===== config.mk =====
export PLATFORM = sky130hd
export DESIGN_NAME = gbp_hash
export DESIGN_NICKNAME = d
export VERILOG_FILES = /design/src/gbp_pkg.sv /design/src/gbp_hash.sv
export SDC_FILE = /design/constraint.sdc
export NUM_CORES = 1
export LEC_CHECK = 0
export ABC_AREA = 1
export BUFFER_PORTS_ARGS = -buffer_cell sky130_fd_sc_hd__buf_2
export CAP_MARGIN = 20
export CORE_MARGIN = 2
export CORE_UTILIZATION = 31
export DETAILED_ROUTE_END_ITERATION = 7
export GPL_TIMING_DRIVEN = 0
export PLACE_DENSITY = 0.95
export SYNTH_ARGS = -nofsm -noshare
export SYNTH_HDL_FRONTEND = slang
export SYNTH_SLANG_ARGS = --single-unit

===== constraint.sdc =====
create_clock -name vclk -period 1.01
set_input_delay 0.0505 -clock vclk [all_inputs]
set_output_delay 0.0505 -clock vclk [all_outputs]
set_load 0.005 [all_outputs]

===== src/gbp_pkg.sv =====
// Package with the constants, types and helper functions of the gshare predictor.
package gbp_pkg;

  // Table and history sizes.
  localparam int LogTableEntries = 12;
  localparam int HistoryBits     = 64;
  localparam int TableDepth      = 1 << LogTableEntries;
  localparam int TblIdxW         = LogTableEntries;

  // Field widths of the channels.
  localparam int PcW         = 64;
  localparam int IdxFieldW   = 12;
  localparam int CountW      = 32;
  localparam int ShiftW      = 6;
  localparam int CtrW        = 2;
  localparam int FoldW       = 16;

  // Configuration port.
  localparam int PaddrW = 3;
  localparam int PdataW = 32;
  localparam logic RegPcShift = 1'b0;

  // Operation code of an input item.
  typedef enum logic {
    FuncPredict = 1'b0,
    FuncUpdate  = 1'b1
  } func_e;

  // Request from the pipeline to the counter table.
  typedef struct packed {
    logic               rd_en;
    logic [TblIdxW-1:0] rd_addr;
    logic               wr_en;
    logic [TblIdxW-1:0] wr_addr;
    logic [CtrW-1:0]    wr_data;
  } tbl_req_t;

  // Fold a 64-bit history down to 16 bits by two XOR halvings.
  function automatic logic [FoldW-1:0] fold_history(input logic [63:0] h);
    logic [31:0] f;
    f = h[63:32] ^ h[31:0];
    return f[31:16] ^ f[15:0];
  endfunction

  // Move a 2-bit counter one step toward the outcome, saturating at both ends.
  function automatic logic [CtrW-1:0] ctr_step(input logic [CtrW-1:0] c, input logic tk);
    logic [CtrW-1:0] r;
    r = c;
    if (tk) begin
      if (c != '1) r = c + CtrW'(1);
    end else begin
      if (c != '0) r = c - CtrW'(1);
    end
    return r;
  endfunction

  // Saturating increment of an event count.
  function automatic logic [CountW-1:0] sat_inc(input logic [CountW-1:0] v);
    return (&v) ? v : v + CountW'(1);
  endfunction

endpackage


===== src/gbp_hash.sv =====
// Index hash: folded global history XORed with the shifted branch address.
module gbp_hash (
  input  logic [gbp_pkg::PcW-1:0]         pc_i,
  input  logic [gbp_pkg::ShiftW-1:0]      addr_shift_i,
  input  logic [gbp_pkg::HistoryBits-1:0] hist_i,
  output logic [gbp_pkg::TblIdxW-1:0]     idx_o
);

  logic [gbp_pkg::FoldW-1:0] fold;

  // Fold the history and combine it with the low bits of the shifted address.
  assign fold  = gbp_pkg::fold_history(64'(hist_i));
  assign idx_o = gbp_pkg::TblIdxW'(pc_i << addr_shift_i) ^ gbp_pkg::TblIdxW'(fold);

endmodule


# --- Word-level counts from Yosys, hierarchy flattened ---
# Index checks and enable logic that the tools add are counted.
totals:
  regBits: 0
  inputBits: 134
classes:
  shifts: 1
  bitwise_logic: 3
ops:
  columns: ["cell", "n"]
  rows:
  - ["64-bit by 6-bit left shift with 12-bit output", 1]
  - ["28-bit XOR", 1]
  - ["12-bit XOR", 2]

# --- Longest topological paths before layout ---
# Gate-level depths: netlist of run 1.
logic_depth:
  depth_word: 3
  mapped_depth: 11
  mapped_depth_nobuf: 10

# --- Worst setup path before layout of run 1 ---
# OpenSTA, ideal clock, no wires.
synth_path:
  kind: "in2out"
  from: "input port addr_shift_i[5] in the netlist's numbering"
  to: "output port idx_o[9] in the netlist's numbering"
  path_slack_ns: 0.140
  t_arrival_ns: 0.820
  stages: 9
  required_ns: 0.959
  cell_sequence: "inv_2 > buf_6 > nand3_2 > nand2_1 > nand3_1 > a21oi_1 > nand2_1 > nand2_1 > nand2_1"
synth_between:
  elab_chain_cells: 2
synth_lines:
  columns: ["item", "line_no", "rtl"]
  rows:
  - ["start, declared", "gbp_hash.sv:4", "input logic [gbp_pkg::ShiftW-1:0] addr_shift_i,"]
  - ["64-bit by 6-bit left shift with 12-bit output", "gbp_hash.sv:13", "assign idx_o = gbp_pkg::TblIdxW'(pc_i << addr_shift_i) ^ gbp_pkg::TblIdxW'(fold);"]
  - ["12-bit XOR", "gbp_hash.sv:13", null]
  - ["end, declared", "gbp_hash.sv:6", "output logic [gbp_pkg::TblIdxW-1:0] idx_o"]
# Every way passes these cells.

# --- Worst setup path after layout of run 1 ---
layout_path:
  from: "input port addr_shift_i[5] in the netlist's numbering"
  to: "output port idx_o[11] in the netlist's numbering"
# Same word-level chain as after synthesis.

==> flow_metrics.tcl, run 1 <==
set metrics [dict create \
    outcome "finished, violations left" \
    violations "negative setup slack" \
    grt.total_usage 0.174 \
    postCtsHoldBufs 0 \
    initial_core_util 0.324 \
    ir_worst_vdd_v 0.000277 \
    syn_area_per_cell_um2 5.88 \
    nets 388 \
    portBuffers 77 \
    insertedDiodeCount 0 \
    die_w_um 60.5 \
    met3_usage 0.0171 \
    setup_slack_ns -0.104 \
    via_per_inst 4.91 \
    yosysWarnings 0 \
    maxSlewHeadroom 0.868 \
    dr.pass1.iters 4 \
    grt-busiest-layer "met2" \
    path_buf_inv 3 \
    grt_pass1_wl_um 5120 \
    power_density_mw_per_mm2 549 \
    design.seq.count 0 \
    slowest_stage "a21oi_2" \
    hold_ws_ns 0.554 \
    use_met2 0.331 \
    hp-class "in2out" \
    routed_wl_um 3310 \
    place.gp.congestion 0.892 \
    synth.distinct_cells 16 \
    fp.dieH_um 60.5 \
    path_class "in2out" \
    synthCells 168 \
    layout-drive-gt1-share 0.512 \
    antenna_left 0 \
    grt_pass1_vias 1281 \
    slew_violations 0 \
    syn_nets 302 \
    endpoint "idx_o[11]" \
    core_mm2 0.00305 \
    hold_violations 0 \
    use_met1 0.210 \
    num_vias 1453 \
    antenna_found_initial 0 \
    hpwlAfterDp_um 2410 \
    end_kind "primary output" \
    row_count 20 \
    drv_cap 0 \
    synth_area_um2 988 \
    ys_seq_area_frac 0 \
    drt_iter0_markers 112 \
    finalSetupViolCount 12 \
    grt_overflow 0 \
    path_depth 10 \
    syn_to_final_growth_pct 69.2 \
    crit_chain "buf_12 -> clkinvlp_4 -> nand3_2 -> nand3_2 -> nand3_2 -> a21oi_2 -> nand2_1 -> nand2_1 -> nand2_1 -> buf_2" \
    crit_start "addr_shift_i[5]" \
    fin_crit_sh 1.10 \
    hold_start "addr_shift_i[4]" \
    cpLargestDelayFamily "simple AND/OR/NAND/NOR gates" \
    period_needed_ns 1.11 \
    cp-start-kind "primary input" \
    ff_latch_area_um2 0 \
    max_freq_mhz 898 \
    p_total_mw 0.918 \
    crit_path_max_fanout 5 \
    critical_path_arrival_ns 1.06 \
    ios 146 \
    drc 0 \
    worstPathRequired_ns 0.96 \
    grt_max_degree 11 \
    worst_slew_pin_slew_ns 0.197 \
    avgRoutedWirePerCell_um 11.2 \
    dieArea_mm2 0.00366 \
    slowest_delay_ns 0.16 \
    leakage_nw 0.804 \
    n_clock_buffer 0 \
    grt_setup_unrepaired "yes" \
    setup_tns_ns -0.768 \
]
## report_power, final
group,internal [mW],switching (mW)
registers,0,0
clock network,0,0
logic,0.464,0.454
## cell usage after synthesis
library cell | count | area share
a21oi_1 | 4 | 0.020
a21oi_2 | 1 | 0.0089
buf_2 | 3 | 0.015
buf_4 | 1 | 0.0076
buf_6 | 2 | 0.023
inv_1 | 9 | 0.034
inv_2 | 1 | 0.0038
nand2_1 | 40 | 0.15
nand3_1 | 49 | 0.25
nand3_2 | 6 | 0.061
nand4_1 | 1 | 0.0063
nor2_1 | 5 | 0.019
nor2_2 | 1 | 0.0063
o21ai_0 | 1 | 0.0051
xnor2_1 | 34 | 0.30
xor2_1 | 10 | 0.089
## routing by layer
layer  vias to the layer above  part of all wire
met2                        73              0.54
li1                        723                 -
met4                         0            0.0072
met1                       655              0.36
met5                         -                 0
met3                         2             0.093
## worst min path at each step
stage / slack, ns / end / depth (start not counted)
2_1_floorplan: 0.23 / idx_o[11] / 3
3_3_place_gp: 0.49 / idx_o[11] / 5
3_5_place_dp: 0.49 / idx_o[11] / 5
4_1_cts: 0.55 / idx_o[11] / 5
5_1_grt: 0.60 / idx_o[11] / 5
6_report: 0.55 / idx_o[10] / 5
## timing repair
item,4_1_cts,5_1_grt
pin swaps,12,8
gates cloned,4,0
resized for setup,32,21
setup endpoints to repair,12,12
buffers inserted,3,0
## stage by stage
step / instance area [um^2] / util / setup WS [ns] / cells
floorplan: 988 / - / 0.140 / 168
global placement: 1430 / 0.468 / -0.208 / 289
detailed placement: 1430 / 0.468 / -0.230 / 289
CTS: 1580 / 0.518 / -0.0869 / 296
global route: 1670 / 0.548 / -0.193 / 296
finish: 1670 / 0.548 / -0.104 / 296
## cell type report
class / instances / area (um^2)
Timing Repair inverter: 1 / 7.51
Multi-Input combinational cell: 152 / 1050
Fill cell: 313 / 1380
Tap cell: 44 / 55.1
Timing Repair Buffer: 83 / 450
Inverter: 10 / 47.5
Buffer: 6 / 57.6
## cell families after synthesis
logic type                count (synthesis)  synth area share
and+or+nand+nor                         102             0.492
AOI/OAI and AO/OA                         6            0.0342
xor gates and xnor gates                 44             0.390
buffers and inverters                    16            0.0835
## layout by cell type, fill, tap and decap left out
master	n
a21oi_1	1
a21oi_2	3
a21oi_4	1
buf_12	1
buf_2	78
buf_4	5
buf_6	4
buf_8	1
clkinvlp_4	1
inv_1	5
inv_2	3
inv_4	1
inv_8	1
nand2_1	35
nand2_2	5
nand3_1	35
nand3_2	17
nand3_4	3
nand4_1	1
nor2_1	1
nor2_2	2
nor2_4	3
o21ai_0	1
xnor2_1	34
xor2_1	10
No activity file was read; power rests on OpenSTA's default activity.
==> inputs of run 2 (changes only) <==
--- a/config.mk
+++ b/config.mk
@@ -5,7 +5,6 @@
 export SDC_FILE = /design/constraint.sdc
 export NUM_CORES = 1
 export LEC_CHECK = 0
-export ABC_AREA = 1
 export BUFFER_PORTS_ARGS = -buffer_cell sky130_fd_sc_hd__buf_2
 export CAP_MARGIN = 20
 export CORE_MARGIN = 2
==> run 2 against run 1 <==
Effect of this change: the run still ends with negative setup slack left; sequential share of layout area stayed put; combinational power is 8.5% higher; critical path depth is 3 lower; core utilization is 5.5 points higher; highest routed layer is now met3; setup slack worse by 0.26 ns; first-iteration DRC count is 93% lower; wire length is 10% lower; largest cell class unchanged.
==> flow_metrics.tcl, run 2 <==
set metrics [dict create \
    outcome "finished, violations left" \
    violations "negative setup slack" \
    ir_worst_vdd_v 0.000218 \
    end_kind "primary output" \
    setup_tns_ns -3.15 \
    synth.distinct_cells 28 \
    n_clock_buffer 0 \
    use_met2 0.309 \
    grt.total_usage 0.153 \
    worst_slew_pin_slew_ns 0.360 \
    synthSimpleGateAreaFrac 0.142 \
    antenna_found_initial 0 \
    antenna_left 0 \
    synthCells 108 \
    grt_overflow 0 \
    place_area_mm2 0.00141 \
    layout-drive-gt1-share 0.653 \
    hp-class "in2out" \
    met3_usage 0.00437 \
    finalSetupViolCount 12 \
    max_freq_mhz 727 \
    grt_max_degree 11 \
    ff_latch_area_um2 0 \
    nets 332 \
    ios 146 \
    fill_cells 243 \
    final_cell_mix "67 x buf_2, 37 x xnor2_1, 11 x buf_6, 8 x mux4_2, 8 x xor2_1" \
    stdcell_area_mm2 0.00180 \
    avgRoutedWirePerCell_um 13.0 \
    crit_start "pc_i[3]" \
    via_per_inst 4.99 \
    multi_input_area_mm2 0.00109 \
    dieArea_mm2 0.00352 \
    power_density_mw_per_mm2 554 \
    hold_violations 0 \
    slew_violations 0 \
    dr.pass1.iters 4 \
    dp.cells 216 \
    worstPathRequired_ns 0.96 \
    place.gp.congestion 0.902 \
    drv_cap 0 \
    postCtsHoldBufs 0 \
    synth_common_cells "40 x xnor2_1, 8 x mux2i_1, 8 x xor2_1" \
    final_common_cell "buf_2" \
    final_core_util 0.603 \
    ys_seq_area_frac 0 \
    synth_top_area_frac 0.369 \
    synth_xor_area_frac 0.443 \
    core_mm2 0.00298 \
    synthAdderAreaFrac 0 \
    use_met1 0.188 \
    grt_setup_unrepaired "yes" \
    insertedDiodeCount 0 \
    hpwlAfterDp_um 2240 \
    muxShareOfSynthArea 0.290 \
    slowest_stage "mux4_2" \
    syn_nets 242 \
    path_class "in2out" \
    slowest_delay_ns 0.50 \
    routed_wl_um 2980 \
    design.seq.count 0 \
    min_path_cells 5 \
    grt_pass1_wl_um 4350 \
    grt-busiest-layer "met2" \
    instances_no_fill 229 \
    die_w_um 59.4 \
    leakage_nw 0.766 \
    synth_compound_area_frac 0.0830 \
    row_count 20 \
    crit_chain "buf_6 -> mux4_2 -> mux2i_1 -> nor2_1 -> a21oi_2 -> xnor2_1 -> buf_2" \
    initial_core_util 0.319 \
    synth_area_um2 950 \
    crit_path_max_fanout 5 \
    portBuffers 75 \
    hold_start "addr_shift_i[3]" \
    fin_crit_sh 1.36 \
    grt_pass1_vias 1035 \
    synth_top_family_by_area "XOR/XNOR gates" \
    syn_area_per_cell_um2 8.79 \
    setup_slack_ns -0.366 \
    drc 0 \
    period_needed_ns 1.38 \
    yosysMostFrequentCell "xnor2_1" \
    synth_area_leaders "xnor2_1 37%, mux4_2 17%, mux2i_1 8.4%" \
    drt_iter0_markers 8 \
    maxSlewHeadroom 0.759 \
    num_vias 1142 \
    syn_to_final_growth_pct 89.2 \
    critical_path_arrival_ns 1.33 \
    yosysWarnings 0 \
    fp.dieH_um 59.4 \
    cp-start-kind "primary input" \
    yosysTopAreaCell "xnor2_1" \
]
[run 2: cell count changes after synthesis, sizes merged, moves of 2 or more]
cell and change:
xor2 -2, nand3 -53, nand2 -33, nor3 +3, and3 +2, a211oi +2, nor4b +2, mux4 +8
a21oi -4, mux2i +8, xnor2 +6, clkbuf +2, buf -2, inv -10
[run 2: logic make-up (layout without fill, tap and decap cells)]
kind of cell              Yosys count  after routing
xor gates and xnor gates           48             48
and+or+nand+nor                    27             27
muxes                              17             17
AOI/OAI and AO/OA                  10             10
buffers and inverters               6             94
[run 2: report_power, final]
part / switching (mW) / internal (mW) / leakage, nW
logic: 0.406 / 0.590 / 0.766
registers: 0 / 0 / 0
clock network: 0 / 0 / 0
[run 2: layer usage]
layer	vias up	routed length [um]	share of wire
met4	0	0	0
li1	564	-	-
met3	0	155	0.052
met1	539	1170	0.39
met5	-	0	0
met2	39	1650	0.55
[run 2: path summary, 6_finish.rpt]
kind	to	slack [ns]
worst max-delay path	idx_o[10]	-0.37
worst min-delay path	idx_o[0]	0.58
[run 2: timing repair]
item,4_1_cts,5_1_grt
setup buffers,9,3
setup endpoints to repair,12,12
endpoints found under the hold margin,0,0
gates cloned,0,1
pin swaps,12,24
resized for setup,32,39
[run 2: critical path, delay by kind of cell]
| family | cells | cell delay, ns |
|---|---|---|
| buffers and inverters | 2 | 0.24 |
| XOR/XNOR | 1 | 0.12 |
| AND/OR/NAND/NOR | 1 | 0.09 |
| AO/OA/AOI/OAI | 1 | 0.14 |
| multiplexers | 2 | 0.69 |
[run 2: layout make-up]
class	count	share of cell area
Tap cell	33	0.0230
Timing Repair Buffer	88	0.318
Buffer	6	0.0543
Multi-Input combinational cell	102	0.604
[run 2: through the flow]
| step | power (mW) | hold WS [ns] | setup slack [ns] |
|---|---|---|---|
| 2_1_floorplan | 0.491 | 0.249 | -0.181 |
| 3_3_place_gp | 0.781 | 0.532 | -0.427 |
| 3_5_place_dp | 0.801 | 0.538 | -0.454 |
| 4_1_cts | 0.884 | 0.554 | -0.381 |
| 5_1_grt | 1.07 | 0.610 | -0.443 |
| 6_report | 0.996 | 0.582 | -0.366 |
==> inputs of run 3 (changes only) <==
--- a/config.mk
+++ b/config.mk
@@ -12,6 +12,8 @@
 export DETAILED_ROUTE_END_ITERATION = 7
 export GPL_TIMING_DRIVEN = 0
 export PLACE_DENSITY = 0.95
+export RECOVER_POWER = 25
+export SETUP_SLACK_MARGIN = 0.4
 export SYNTH_ARGS = -nofsm -noshare
 export SYNTH_HDL_FRONTEND = slang
 export SYNTH_SLANG_ARGS = --single-unit
==> run 3 against run 2 <==
Effect of this change: the flow still finishes with violations (negative setup slack); via count fell by 0.61%; power fell by 3.5%; highest routed layer is now met4; core utilization fell by 2.5 points; final area fell by 4.2%.
==> flow_metrics.tcl, run 3 (synthesized netlist as in run 2, its figures left out) <==
set metrics [dict create \
    outcome "finished, violations left" \
    violations "negative setup slack" \
    drv_cap 0 \
    finalSetupViolCount 12 \
    grt.total_usage 0.157 \
    slew_violations 0 \
    antenna_found_initial 0 \
    drc 0 \
    hold_violations 0 \
    hpwlAfterDp_um 2260 \
    nets 327 \
    antenna_left 0 \
    routed_wl_um 2910 \
    final_core_util 0.578 \
    ff_latch_area_um2 0 \
    design.seq.count 0 \
    syn_to_final_growth_pct 81.3 \
    postCtsHoldBufs 0 \
    dieArea_mm2 0.00352 \
    grt_pass1_wl_um 4410 \
    max_freq_mhz 728 \
    avgRoutedWirePerCell_um 13.0 \
    path_class "in2out" \
    via_per_inst 5.07 \
    hp-class "in2out" \
    end_kind "primary output" \
    met2WireLength_um 1640 \
    die_w_um 59.4 \
    min_path_cells 5 \
    slowest_delay_ns 0.52 \
    worstPathRequired_ns 0.96 \
    insertedDiodeCount 0 \
    instances_no_fill 224 \
    cp-start-kind "primary input" \
    grt_setup_unrepaired "yes" \
    leakage_nw 0.720 \
    ios 146 \
    cpLargestDelayFamily "multiplexers" \
    grt_pass1_vias 1125 \
    crit_chain "buf_8 -> mux4_2 -> mux2i_1 -> nor2_1 -> a21oi_1 -> xnor2_1 -> buf_2" \
    drt_iter0_markers 17 \
    wl_met3_um 194 \
    critical_path_arrival_ns 1.32 \
    num_vias 1135 \
    period_needed_ns 1.37 \
    grt_overflow 0 \
    place.gp.congestion 0.890 \
    whs_endpoint "idx_o[0]" \
    n_clock_buffer 0 \
    fp.dieH_um 59.4 \
    hold_start "addr_shift_i[0]" \
    path_buf_inv 2 \
    final_cell_mix "68 x buf_2, 38 x xnor2_1, 8 x mux4_2, 8 x xor2_1, 8 x buf_6" \
    portBuffers 75 \
    layout-drive-gt1-share 0.649 \
    ir_worst_vdd_v 0.000244 \
    worst_slew_pin_slew_ns 0.365 \
    final_common_cell "buf_2" \
    power_density_mw_per_mm2 558 \
    setup_slack_ns -0.363 \
    setup_tns_ns -2.70 \
    dr.pass1.iters 4 \
    slowest_stage "mux4_2" \
    dp.cells 216 \
    core_mm2 0.00298 \
    grt_max_degree 11 \
    row_count 20 \
    drt-met1-wl_um 1060 \
    initial_core_util 0.319 \
    highest_layer "met4" \
    fin_crit_sh 1.36 \
    crit_path_max_fanout 4 \
    maxSlewHeadroom 0.756 \
]
run 3: power breakdown:
| part | internal [mW] | leakage [nW] | total, mW | switching (mW) |
|---|---|---|---|---|
| Combinational | 0.571 | 0.720 | 0.960 | 0.390 |
| Sequential | 0 | 0 | 0 | 0 |
| Clock | 0 | 0 | 0 | 0 |
| Total | 0.571 | 0.720 | 0.960 | 0.390 |
run 3: cell type report:
type / count / area (um^2)
Fill cell: 265 / 1260
Multi-Input combinational cell: 102 / 1050
Timing Repair Buffer: 83 / 508
Buffer: 6 / 119
Tap cell: 33 / 41.3
run 3: routing by layer:
| metal | GRT usage | up-vias |
|---|---|---|
| met4 | 0.0162 | 0 |
| met2 | 0.339 | 43 |
| met1 | 0.161 | 534 |
| met3 | 0.0131 | 2 |
| met5 | 0 | - |
| li1 | - | 556 |
run 3: worst min-delay path, stage by stage:
cell     delay (ns)
buf_12         0.11
nor4b_4        0.06
nand2_1        0.08
xnor2_1        0.06
buf_2          0.12
run 3: how the worst max path moves through the flow:
| stage | startpoint | to | slack (ns) | depth (start not counted) |
|---|---|---|---|---|
| 2_1_floorplan | addr_shift_i[2] | idx_o[8] | -0.18 | 5 |
| 3_3_place_gp | addr_shift_i[1] | idx_o[10] | -0.43 | 7 |
| 3_5_place_dp | addr_shift_i[1] | idx_o[10] | -0.47 | 7 |
| 4_1_cts | addr_shift_i[1] | idx_o[10] | -0.36 | 7 |
| 5_1_grt | addr_shift_i[1] | idx_o[7] | -0.40 | 7 |
| 6_report | addr_shift_i[1] | idx_o[10] | -0.36 | 7 |
run 3: what timing repair did:
item	in CTS	in global routing
gates resized for setup	35	19
buffers inserted	5	2
pin swaps	9	6
setup endpoints to repair	12	12
cloned	0	1
run 3: through the flow:
stage                     cell area, um^2  worst slack [ns]  hold slack, ns  total power, mW
final                                1720            -0.363           0.530            0.960
after global placement               1420            -0.431           0.533            0.790
after detailed placement             1420            -0.466           0.533            0.810
after CTS                            1600            -0.356           0.516            0.893
after floorplan                      1010            -0.181           0.257            0.501
after global routing                 1720            -0.399           0.574             1.04
